==> config.mk <==
export PLATFORM = sky130hd
export DESIGN_NAME = ssf_div_cell
export DESIGN_NICKNAME = d
export VERILOG_FILES = /design/src/rtl/sphere_submerged_fraction_assert.svh /design/src/rtl/ssf_pkg.sv /design/src/rtl/ssf_div_cell.sv
export SDC_FILE = /design/constraint.sdc
export NUM_CORES = 1
export LEC_CHECK = 0
export BUFFER_PORTS_ARGS = -buffer_cell sky130_fd_sc_hd__buf_2
export CORE_ASPECT_RATIO = 1.4
export CORE_UTILIZATION = 41
export CTS_CLUSTER_DIAMETER = 100
export DETAILED_ROUTE_END_ITERATION = 8
export HOLD_SLACK_MARGIN = 0.15
export PLACE_DENSITY = 0.76
export SYNTH_ARGS = -nofsm -noshare
export SYNTH_HDL_FRONTEND = slang
export SYNTH_SLANG_ARGS = --single-unit
==> constraint.sdc <==
create_clock -name clk -period 2.8 [get_ports clk]
set_clock_uncertainty 0.15 [all_clocks]
set_input_delay 0.14 -clock clk [delete_from_list [all_inputs] [get_ports clk]]
set_output_delay 0.14 -clock clk [all_outputs]
set_load 0.05 [all_outputs]
==> src/rtl/sphere_submerged_fraction_assert.svh <==
// Assertion macros used by the top-level RTL module.
`ifndef SPHERE_SUBMERGED_FRACTION_ASSERT_SVH
`define SPHERE_SUBMERGED_FRACTION_ASSERT_SVH
`ifndef SYNTHESIS
`define SSF_ASSERT_IMPLY(label, clk, rst, cond, prop) \
  label: assert property (@(posedge clk) disable iff (rst) (cond) |-> (prop)) \
    else $error("ssf check failed");
`define SSF_ASSERT_NEXT(label, clk, rst, cond, prop) \
  label: assert property (@(posedge clk) disable iff (rst) (cond) |=> (prop)) \
    else $error("ssf check failed");
`else
`define SSF_ASSERT_IMPLY(label, clk, rst, cond, prop)
`define SSF_ASSERT_NEXT(label, clk, rst, cond, prop)
`endif
`endif

==> src/rtl/ssf_pkg.sv <==
package ssf_pkg;

  localparam int MAX_BODIES_DEF = 1024;
  localparam int RW = 31;
  localparam int QW = 32;
  localparam int NCELLS = 32;
  localparam logic [16:0] FRAC_ONE = 17'd65536;

  typedef enum logic [1:0] {
    ST_OK           = 2'd0,
    ST_BAD_INDEX    = 2'd1,
    ST_NOT_SPHERE   = 2'd2,
    ST_SMALL_RADIUS = 2'd3
  } status_t;

  typedef enum logic [1:0] {
    K_ZERO = 2'd0,
    K_FULL = 2'd1,
    K_PART = 2'd2
  } kind_t;

  typedef enum logic [1:0] {
    CFG_FLUID_LEVEL = 2'd0,
    CFG_BODY_COUNT  = 2'd1,
    CFG_RADIUS_TOL  = 2'd2,
    CFG_THRESHOLD   = 2'd3
  } cfg_idx_t;

  typedef struct packed {
    logic    valid;
    status_t status;
    logic    fixed;
    kind_t   kind;
  } side_t;

endpackage

==> src/rtl/ssf_div_cell.sv <==
module ssf_div_cell (
  input  logic                      clk,
  input  logic                      rst,
  input  ssf_pkg::side_t            ctl_in,
  input  logic [ssf_pkg::RW-1:0]    rem_in,
  input  logic                      bit_in,
  input  logic [ssf_pkg::RW-1:0]    div_in,
  input  logic [ssf_pkg::QW-1:0]    quo_in,
  output ssf_pkg::side_t            ctl_out,
  output logic [ssf_pkg::RW-1:0]    rem_out,
  output logic [ssf_pkg::RW-1:0]    div_out,
  output logic [ssf_pkg::QW-1:0]    quo_out
);
  import ssf_pkg::*;

  logic [RW:0]   shifted;
  logic [RW+1:0] diff;
  logic          qbit;
  logic [RW-1:0] rem_next;

  // One restoring-division step: one quotient bit per cell.
  always_comb begin
    shifted  = {rem_in, bit_in};
    diff     = {1'b0, shifted} - {2'b00, div_in};
    qbit     = ~diff[RW+1];
    rem_next = qbit ? diff[RW-1:0] : shifted[RW-1:0];
  end

  always_ff @(posedge clk) begin
    ctl_out <= ctl_in;
    rem_out <= rem_next;
    div_out <= div_in;
    quo_out <= {quo_in[QW-2:0], qbit};
    if (rst) begin
      ctl_out.valid <= 1'b0;
    end
  end

endmodule

---- After elaboration in Yosys (flattened, before gate mapping) ----
Cells that the tools add are included.
operators by class
  div/mod/pow operators ................... 0
  $mul .................................... 0
  reductions and logical operators ........ 0
  mux-type cells .......................... 1
  shift-type cells ........................ 0
  equal/unequal tests ..................... 0
  magnitude comparators ................... 0
  bitwise gates (word level) .............. 1
  add/sub/neg operators ................... 1
operators with widths
  kind              number
  $sub A32 B31 Y33  1
  $mux W31          1
  $not A1 Y1        1
word-level totals
  memory bits (read-only) ................. 0
  output and inout bits ................... 100
  bits in writable memories ............... 0
  register bits after elaboration ......... 100
  bits in latches ......................... 0
  word-level logic and storage cells ...... 10
  memories kept ........................... 0
  input bits .............................. 103

---- Longest topological paths before layout ----
Gate-level depths: netlist (run 1).
  depth after elaboration ................. 2
  mapped depth ............................ 12
  gate-level depth less buffers ........... 11

---- Least setup slack after synthesis (run 1) ----
Ideal clock, no wire load.
  path type ............................... in2reg
  from .................................... input bit_in
  to ...................................... register rem_out[10] (netlist name)
  library setup time ...................... 121 ps
  cell stages on the path ................. 11
  arrival time ............................ 2545 ps
  path slack .............................. -16 ps
  required time ........................... 2529 ps
  path buffers ............................ 1
  path through ............................ inv_1 -> ha_1 -> fa_1 -> nand2b_1 -> a21oi_2 -> o2111ai_1 -> a21o_1 -> a211o_1 -> a31oi_4 -> buf_2 -> mux2_2
on the way
  cells in the longest elaborated chain, start to end .. 2
RTL lines
  what                  RTL line            text
  from (decl)           ssf_div_cell.sv:6   input logic bit_in,
  $sub A32 B31 Y33      ssf_div_cell.sv:24  diff = {1'b0, shifted} - {2'b00, div_in};
  $mux W31              ssf_div_cell.sv:26  rem_next = qbit ? diff[RW-1:0] : shifted[RW-1:0];
  net rem_next[10]      ssf_div_cell.sv:19  logic [RW-1:0] rem_next;
  to (signal assigned)  ssf_div_cell.sv:31  rem_out <= rem_next;
  to (decl)             ssf_div_cell.sv:10  output logic [ssf_pkg::RW-1:0] rem_out,
The timed path passes the listed nets, and every way through them passes these cells.
A chain may end at the register's enable or synchronous reset.

---- Worst setup path after layout (run 1) ----
  from .................................... input div_in[12] (netlist name)
  to ...................................... register rem_out[30] (netlist name)
on the way
  cells in the longest elaborated chain, start to end .. 2
RTL lines
  what              RTL line            text
  from (decl)       ssf_div_cell.sv:7   input logic [ssf_pkg::RW-1:0] div_in,
  $sub A32 B31 Y33  ssf_div_cell.sv:24
  $mux W31          ssf_div_cell.sv:26
  net rem_next[30]  ssf_div_cell.sv:19
The timed path passes the listed nets, and every way through them passes these cells.

==> results of run 1 <==
[flip-flops by register name (all words and copies together), names as in the netlist]
signal and cells:
rem_out 31, quo_out 32, div_out 31, ctl_out 6
[per-stage QoR]
stage / utilization / total power [uW] / setup WS, ns / hold WS, ns / setup TNS (ns)
after floorplan: - / 2600 / -0.0000941 / 0.0177 / -0.0000941
after global placement: 0.564 / 2980 / -0.122 / 0.0953 / -1.93
after detailed placement: 0.564 / 2990 / -0.184 / 0.0941 / -3.17
after CTS: 0.705 / 4530 / 0.0227 / -0.239 / 0
after global routing: 0.721 / 4740 / -0.00217 / -0.240 / -0.00217
final: 0.722 / 4560 / 0.0899 / -0.222 / 0
[cell usage after synthesis, drive strengths merged (2+ instances only)]
cell type / instances / area (um^2)
a211oi: 5 / 37.5
a21boi: 2 / 15.0
a21o: 17 / 128
a21oi: 37 / 189
a311oi: 2 / 17.5
a31oi: 7 / 58.8
and2: 2 / 12.5
and3: 7 / 43.8
buf: 4 / 20.0
clkbuf: 3 / 11.3
dfxtp: 100 / 2000
ha: 31 / 388
inv: 36 / 135
mux2: 12 / 135
nand2: 15 / 56.3
nand2b: 3 / 18.8
nand3: 6 / 30.0
nand4: 2 / 12.5
nor2: 28 / 105
nor2b: 4 / 25.0
nor3: 2 / 10.0
o2111ai: 3 / 26.3
o211a: 2 / 20.0
o211ai: 3 / 22.5
o21a: 6 / 45.0
o21ai: 11 / 55.1
or2: 4 / 25.0
or3: 2 / 12.5
xnor2: 12 / 105
xor2: 11 / 96.3
[final cells by class]
class	instances	area, um^2
antenna	2	5.00
clock buffer	10	239
clock inverter	5	108
fill	688	2630
inverter	36	135
multi-input combinational	252	1950
sequential	100	2000
tap	110	138
timing repair buffer	329	2250
[per-layer routing]
metal,track usage,routed length (um)
met5,0,0
met4,0.105,356
met3,0.0624,857
met2,0.485,6990
met1,0.239,4740
[layout by cell type, fill, tap and decap left out, types with 10 or more instances in the layout]
cell type,instances
sky130_fd_sc_hd__a21o_1,17
sky130_fd_sc_hd__a21oi_1,34
sky130_fd_sc_hd__buf_2,200
sky130_fd_sc_hd__buf_4,28
sky130_fd_sc_hd__clkbuf_16,10
sky130_fd_sc_hd__dfxtp_1,100
sky130_fd_sc_hd__dlygate4sd3_1,99
sky130_fd_sc_hd__ha_1,26
sky130_fd_sc_hd__inv_1,36
sky130_fd_sc_hd__mux2_2,12
sky130_fd_sc_hd__nand2_1,15
sky130_fd_sc_hd__nor2_1,28
sky130_fd_sc_hd__xnor2_1,12
sky130_fd_sc_hd__xor2_1,11
[logic make-up (layout without fill, tap and decap cells)]
| family | after synthesis | in the layout | share of synthesized area |
|---|---|---|---|
| and+or+nand+nor | 79 | 79 | 0.0959 |
| buffers and inverters | 43 | 380 | 0.0415 |
| muxes | 12 | 12 | 0.0337 |
| AOI/OAI and AO/OA | 106 | 106 | 0.177 |
| xor gates and xnor gates | 23 | 23 | 0.0503 |
| adders and majority gates | 32 | 32 | 0.102 |
| DFF | 100 | 100 | 0.500 |
| other | 0 | 2 | 0 |
[how the worst min path moves through the flow]
stage,to,slack (ns),cells after the start
floorplan,ctl_out[0]$_DFF_P_,0.02,0
global placement,quo_out[11]$_DFF_P_,0.1,1
detailed placement,ctl_out[2]$_DFF_P_,0.09,1
CTS,div_out[0]$_DFF_P_,-0.24,1
global route,div_out[0]$_DFF_P_,-0.24,1
finish,div_out[0]$_DFF_P_,-0.22,1
[what timing repair did]
action                                  in CTS  in global routing
endpoints found under the setup margin       0                 26
resized for setup                            0                 24
hold endpoints to repair                    99                  2
buffers inserted                             0                  2
[report_power, final]
| part | internal [uW] | total (uW) | switching (uW) |
|---|---|---|---|
| clock network | 899 | 1430 | 526 |
| logic | 542 | 1510 | 972 |
| registers | 1580 | 1620 | 41.3 |
[worst max-delay path, cell delays in order]
cell and delay [ns]:
sky130_fd_sc_hd__dlygate4sd3_1 0.54, sky130_fd_sc_hd__buf_2 0.11, sky130_fd_sc_hd__inv_1 0.07, sky130_fd_sc_hd__ha_4 0.29, sky130_fd_sc_hd__and2_1 0.18, sky130_fd_sc_hd__o2111ai_2 0.14
sky130_fd_sc_hd__a21o_1 0.19, sky130_fd_sc_hd__a211o_1 0.34, sky130_fd_sc_hd__a31oi_4 0.20, sky130_fd_sc_hd__or4b_1 0.46, sky130_fd_sc_hd__o211a_1 0.14
==> run summary, run 1 <==
The post-detailed-placement cell area came out at 5330 um^2. The number of global-route vias before repair is 4,207. Averaged over all synthesized cells, the footprint is 10.1 um^2. The timing-limited maximum frequency is 369 MHz. The final weighted congestion in routability-driven placement came out at 0.872. In this run the worst setup path begins at div_in[12].

Of the available clock period, the critical path in the final layout requires 0.968. The count of flip-flops with a built-in enable after synthesis came out at 0. The layout cell share with drive strength beyond 1 came out at 0.384. The full die area came out at 10,200 um^2. The effective utilization at floorplan came out at 0.423. The remaining routing DRC violations is 0. The placeable core area came out at between 9000 and 10,000 um^2.

The number of max-cap violations came out at 0. Synthesis produced slightly below 400 cells. The critical path is of the primary input to register type. Compared with the post-synthesis result, the final layout area differs by 70.4%. The post-cts hold buffer count came out at 99.

The largest net degree at the start of global routing came out at 39. Of all flip-flops after synthesis, the portion carrying an async set or reset was 0. TritonCTS built the clock tree. The net count after synthesis is 530. The detail-routed via count per cell is between 4 and 5. The number of nets in the layout came out at ~860. The number of pins exceeding their max-slew limit in the final report is 0.

The final non-filler cell total is 844. The horizontal die dimension is 85.5 um. The number of warnings printed during yosys synthesis is 0. The aggregate global-route resource usage came out at 0.248. Measured against its own limit, the worst slew margin works out to 0.689. The number of search-and-repair iterations in the first detailed-routing pass is 4. The time the final worst path needs with I/O delays and setup is approximately 2.7 ns. The finished cells cover between 6000 and 7000 um^2.

The number of H-tree branching levels is 3. The worst setup path is launched from a primary input. The total number of vias came out at 4,149. Global routing finished with a remaining overflow of 0.

The data arrival time of the critical path is 2.79 ns. The total detailed-routing wirelength is 12,900 um. The vertical die dimension is around 120 um. The share of the Yosys chip area taken by registers is 0.500. In this run the power density over the cells is 667 nW/um^2.

The transition at the pin with the smallest max-transition slack is 0.461 ns. The clock-pin slew reported for the worst setup and hold paths after clock tree synthesis came out at 0.07 ns. The number of port buffers came out at around 200. The number of buffers created by CTS came out at 9. In this run the worst setup path terminates at rem_out[30]$_DFF_P_. The tree is rooted in a sky130_fd_sc_hd__clkbuf_16. The number of placed instances, taps included came out at 726. The required time at the worst-slack endpoint is about 2.9 ns. No sink is reached through more buffers than the 2 on the longest clock path. The sink count of the clock tree came out at 100. The kind of end point of the critical path is a register. The count of boundary I/O pins came out at 203.

The site row count came out at 42. Counting flops and latches in the post-synthesis netlist gives 100. The source of the worst hold timing path is div_in[0].

Setup violations remaining at the end of the flow were counted as 0. The first global-routing pass estimated 19,600 um of wire. The leakage component of the power is between 0.003 and 0.004 uW. Among all flip-flop cells after synthesis, the most frequent one is sky130_fd_sc_hd__dfxtp_1. The checks that failed: hold timing.

Across all hold checks on the routed design, the worst slack comes to -0.222 ns. The wire length per cell after detailed routing came out at 15.3 um. The count of nets left with antenna violations once routing finished came out at 0. The maximum resistive drop on vdd is 0.000353 V.

The path class of the tightest hold or removal check is primary input to register. The number of hold violations in the final report was 2. The area of the mapped netlist came out at around 4000 um^2. The count of distinct cell types in the synthesized netlist came out at 49. The initial antenna violation count is 2. The run finished, with violations left. The estimated wirelength of the detail-placed design came out at approximately 8500 um. Along the worst path, the maximum fanout reaches 5. The detailed router's first-iteration violation count is 154.
No activity file was read; power rests on OpenSTA's default activity.
==> run 2: changes to the inputs <==
--- a/config.mk
+++ b/config.mk
@@ -6,12 +6,12 @@
 export NUM_CORES = 1
 export LEC_CHECK = 0
 export BUFFER_PORTS_ARGS = -buffer_cell sky130_fd_sc_hd__buf_2
-export CORE_ASPECT_RATIO = 1.4
-export CORE_UTILIZATION = 41
+export CORE_ASPECT_RATIO = 2
+export CORE_UTILIZATION = 45
 export CTS_CLUSTER_DIAMETER = 100
 export DETAILED_ROUTE_END_ITERATION = 8
 export HOLD_SLACK_MARGIN = 0.15
-export PLACE_DENSITY = 0.76
+export PLACE_DENSITY = 0.79
 export SYNTH_ARGS = -nofsm -noshare
 export SYNTH_HDL_FRONTEND = slang
 export SYNTH_SLANG_ARGS = --single-unit
==> constraint.sdc (replaced) <==
create_clock -name clk -period 2.9 [get_ports clk]
set_clock_uncertainty 0.15 [all_clocks]
set_input_delay 0.145 -clock clk [delete_from_list [all_inputs] [get_ports clk]]
set_output_delay 0.145 -clock clk [all_outputs]
set_load 0.05 [all_outputs]
==> run summary, run 2 (synthesis gave the netlist of run 1 again) <==
The worst setup path is captured at a register. The number of pins exceeding their max-slew limit in the final report is 0. For this run, global-route usage on met1 was measured as 0.293. The time the final worst path needs with I/O delays and setup is 3.05 ns. The effective utilization at floorplan is 0.463. TritonCTS built the clock tree. The critical path in this run is classified as primary input to register.

At the pin with the least slew margin, the transition time is 0.500 ns. The path class of the lowest-slack min-delay path is primary input to register. The estimated wirelength of the detail-placed design is 8970 um. The site row count came out at 48. The final weighted congestion in routability-driven placement is 0.931. The detail-routed via count per cell came out at 5.72. The floorplan step defined a core boundary enclosing 8650 um^2.

The final sum of negative setup slack came out at -1.50 ns. The final design utilization came out at 0.768. Setup violations remaining at the end of the flow were counted as 22.

Entering global routing, the biggest net connects 19 pins. The global-route wire length before repair is 23,300 um. The initial antenna violation count is 2. The number of H-tree branching levels is 3. The fraction of the cycle the final worst path needs is 1.05.

The maximum resistive drop on vdd is 0.000454 V. For this block, the initial DRC count from the detailed router was 490. The leakage component of the power is 0.00334 uW. Derived from the worst setup path, the maximum achievable clock frequency is 327 MHz. The post-detailed-placement cell area is around 5200 um^2. Once detail routing completed, the nets flagged for antenna violations numbered 0.

The number of hold violations in the final report is 4. The worst slack after detailed placement came out at -0.194 ns. The routed layout has 4,693 vias. The worst slew margin relative to its limit is 0.664. The power density of the placed cells is 645 nW/um^2.

The tool flagged a number of max-cap violations equal to 0. The overall overflow remaining after global route came out at 0. The horizontal die dimension is between 60 and 70 um. The buffer cell driving the clock tree root is sky130_fd_sc_hd__clkbuf_16. The met3 routing resource usage after global routing came out at 0.129.

The wire length per cell after detailed routing came out at 20.8 um. The final instance area came out at ~6600 um^2. The largest registers in the layout are quo_out x32, div_out x31, rem_out x31. The clock-pin slew reported for the worst setup and hold paths after clock tree synthesis came out at 0.08 ns.

STA classifies the critical path startpoint as a primary input. The final reports fail on hold timing, setup timing. The number of flip-flops in the largest register came out at 32. Buffers inserted during clock tree synthesis total 9. The count of boundary I/O pins came out at around 200. The layout cell share with drive strength beyond 1 is 0.372. The floorplan step set the die height to about 140 um. The total detailed-routing wirelength is 17,100 um. The number of nets in the layout is 850.

The number of search-and-repair iterations in the first detailed-routing pass came out at 5. Leaving out fill and tap cells, the most frequent cell in the layout is sky130_fd_sc_hd__buf_2. The run finished, with violations left. The library cells used most frequently in the layout, excluding fill and tap cells, are 198 x sky130_fd_sc_hd__buf_2, 100 x sky130_fd_sc_hd__dfxtp_1, 95 x sky130_fd_sc_hd__dlygate4sd3_1. The global routing stage identified its most utilized layer as met2.

The post-synthesis to final-layout area growth is 65.9%. Counting along the longest clock path gives a buffer depth of 2. At the worst endpoint, the required time is a little under 3 ns.

In the global route stage, met2 resource usage came out at 0.596. The largest fanout on the critical path came out at 4. Input and output buffers added on the ports amount to 201.

The number of global-route vias before repair came out at 4,788. The register with the most flip-flops in the final layout is quo_out. The full die area is about 9300 um^2.

The data arrival time of the critical path came out at about 3.1 ns. In the post-route analysis, the smallest setup slack over all paths is -0.154 ns. Across every metal layer, demand over resource in global routing totals 0.343. The sink count of the clock tree came out at 100. The remaining routing DRC violations is 0. The tightest hold margin is -0.227 ns.
==> run 2: cell types whose count changed in the layout (fill, tap and decap cells not counted), sizes merged <==
cell,change
clkinv,+3
buf,-11
clkinvlp,+1
clkbuf,-1
diode,-1
dlymetal6s4s,+3
dlygate4sd3,-4
bufinv,-3
==> run 2: layout make-up <==
type,instances,area [um^2]
Antenna cell,1,2.50
Clock buffer,10,239
Clock inverter,6,56.3
Fill cell,514,2000
Inverter,36,135
Multi-Input combinational cell,252,1950
Sequential cell,100,2000
Tap cell,100,125
Timing Repair Buffer,316,2140
==> run 2: final timing paths <==
kind | start | end | cells after the start
max | bit_in | rem_out[30]$_DFF_P_ | 12
min | div_in[0] | div_out[0]$_DFF_P_ | 1
==> run 2: report_power, final <==
| part | switching, uW | total [uW] | internal [uW] |
|---|---|---|---|
| registers | 52.0 | 1570 | 1520 |
| clock network | 576 | 1200 | 623 |
| logic | 1010 | 1510 | 506 |
==> run 2: per-stage QoR <==
step	instances	total power, uW
global route	821	4440
floorplan	395	2510
global placement	706	2850
CTS	818	4130
finish	821	4290
detailed placement	706	2870
==> run 2: worst max-delay path, stage by stage <==
cell                        delay (ns)
sky130_fd_sc_hd__buf_2            0.09
sky130_fd_sc_hd__inv_1            0.04
sky130_fd_sc_hd__ha_1             0.23
sky130_fd_sc_hd__fa_1             0.51
sky130_fd_sc_hd__nand2b_1         0.28
sky130_fd_sc_hd__a21oi_4          0.22
sky130_fd_sc_hd__o2111ai_2        0.19
sky130_fd_sc_hd__a21o_1           0.22
sky130_fd_sc_hd__a211o_1          0.35
sky130_fd_sc_hd__a31oi_4          0.23
sky130_fd_sc_hd__or4b_4           0.49
sky130_fd_sc_hd__o211a_1          0.14
==> run 2: layer usage <==
metal  vias up  routed length (um)
li1       2018                   -
met1      2165                5170
met2       371                8780
met3       139                1720
met4         0                1440
met5         -                   0
==> run 2: repair_timing <==
| action | 4_1_cts | 5_1_grt |
|---|---|---|
| endpoints found under the setup margin | 0 | 27 |
| buffers inserted | 0 | 3 |
| gates resized for setup | 0 | 25 |
| hold endpoints to repair | 99 | 6 |
| hold buffers | 96 | 2 |
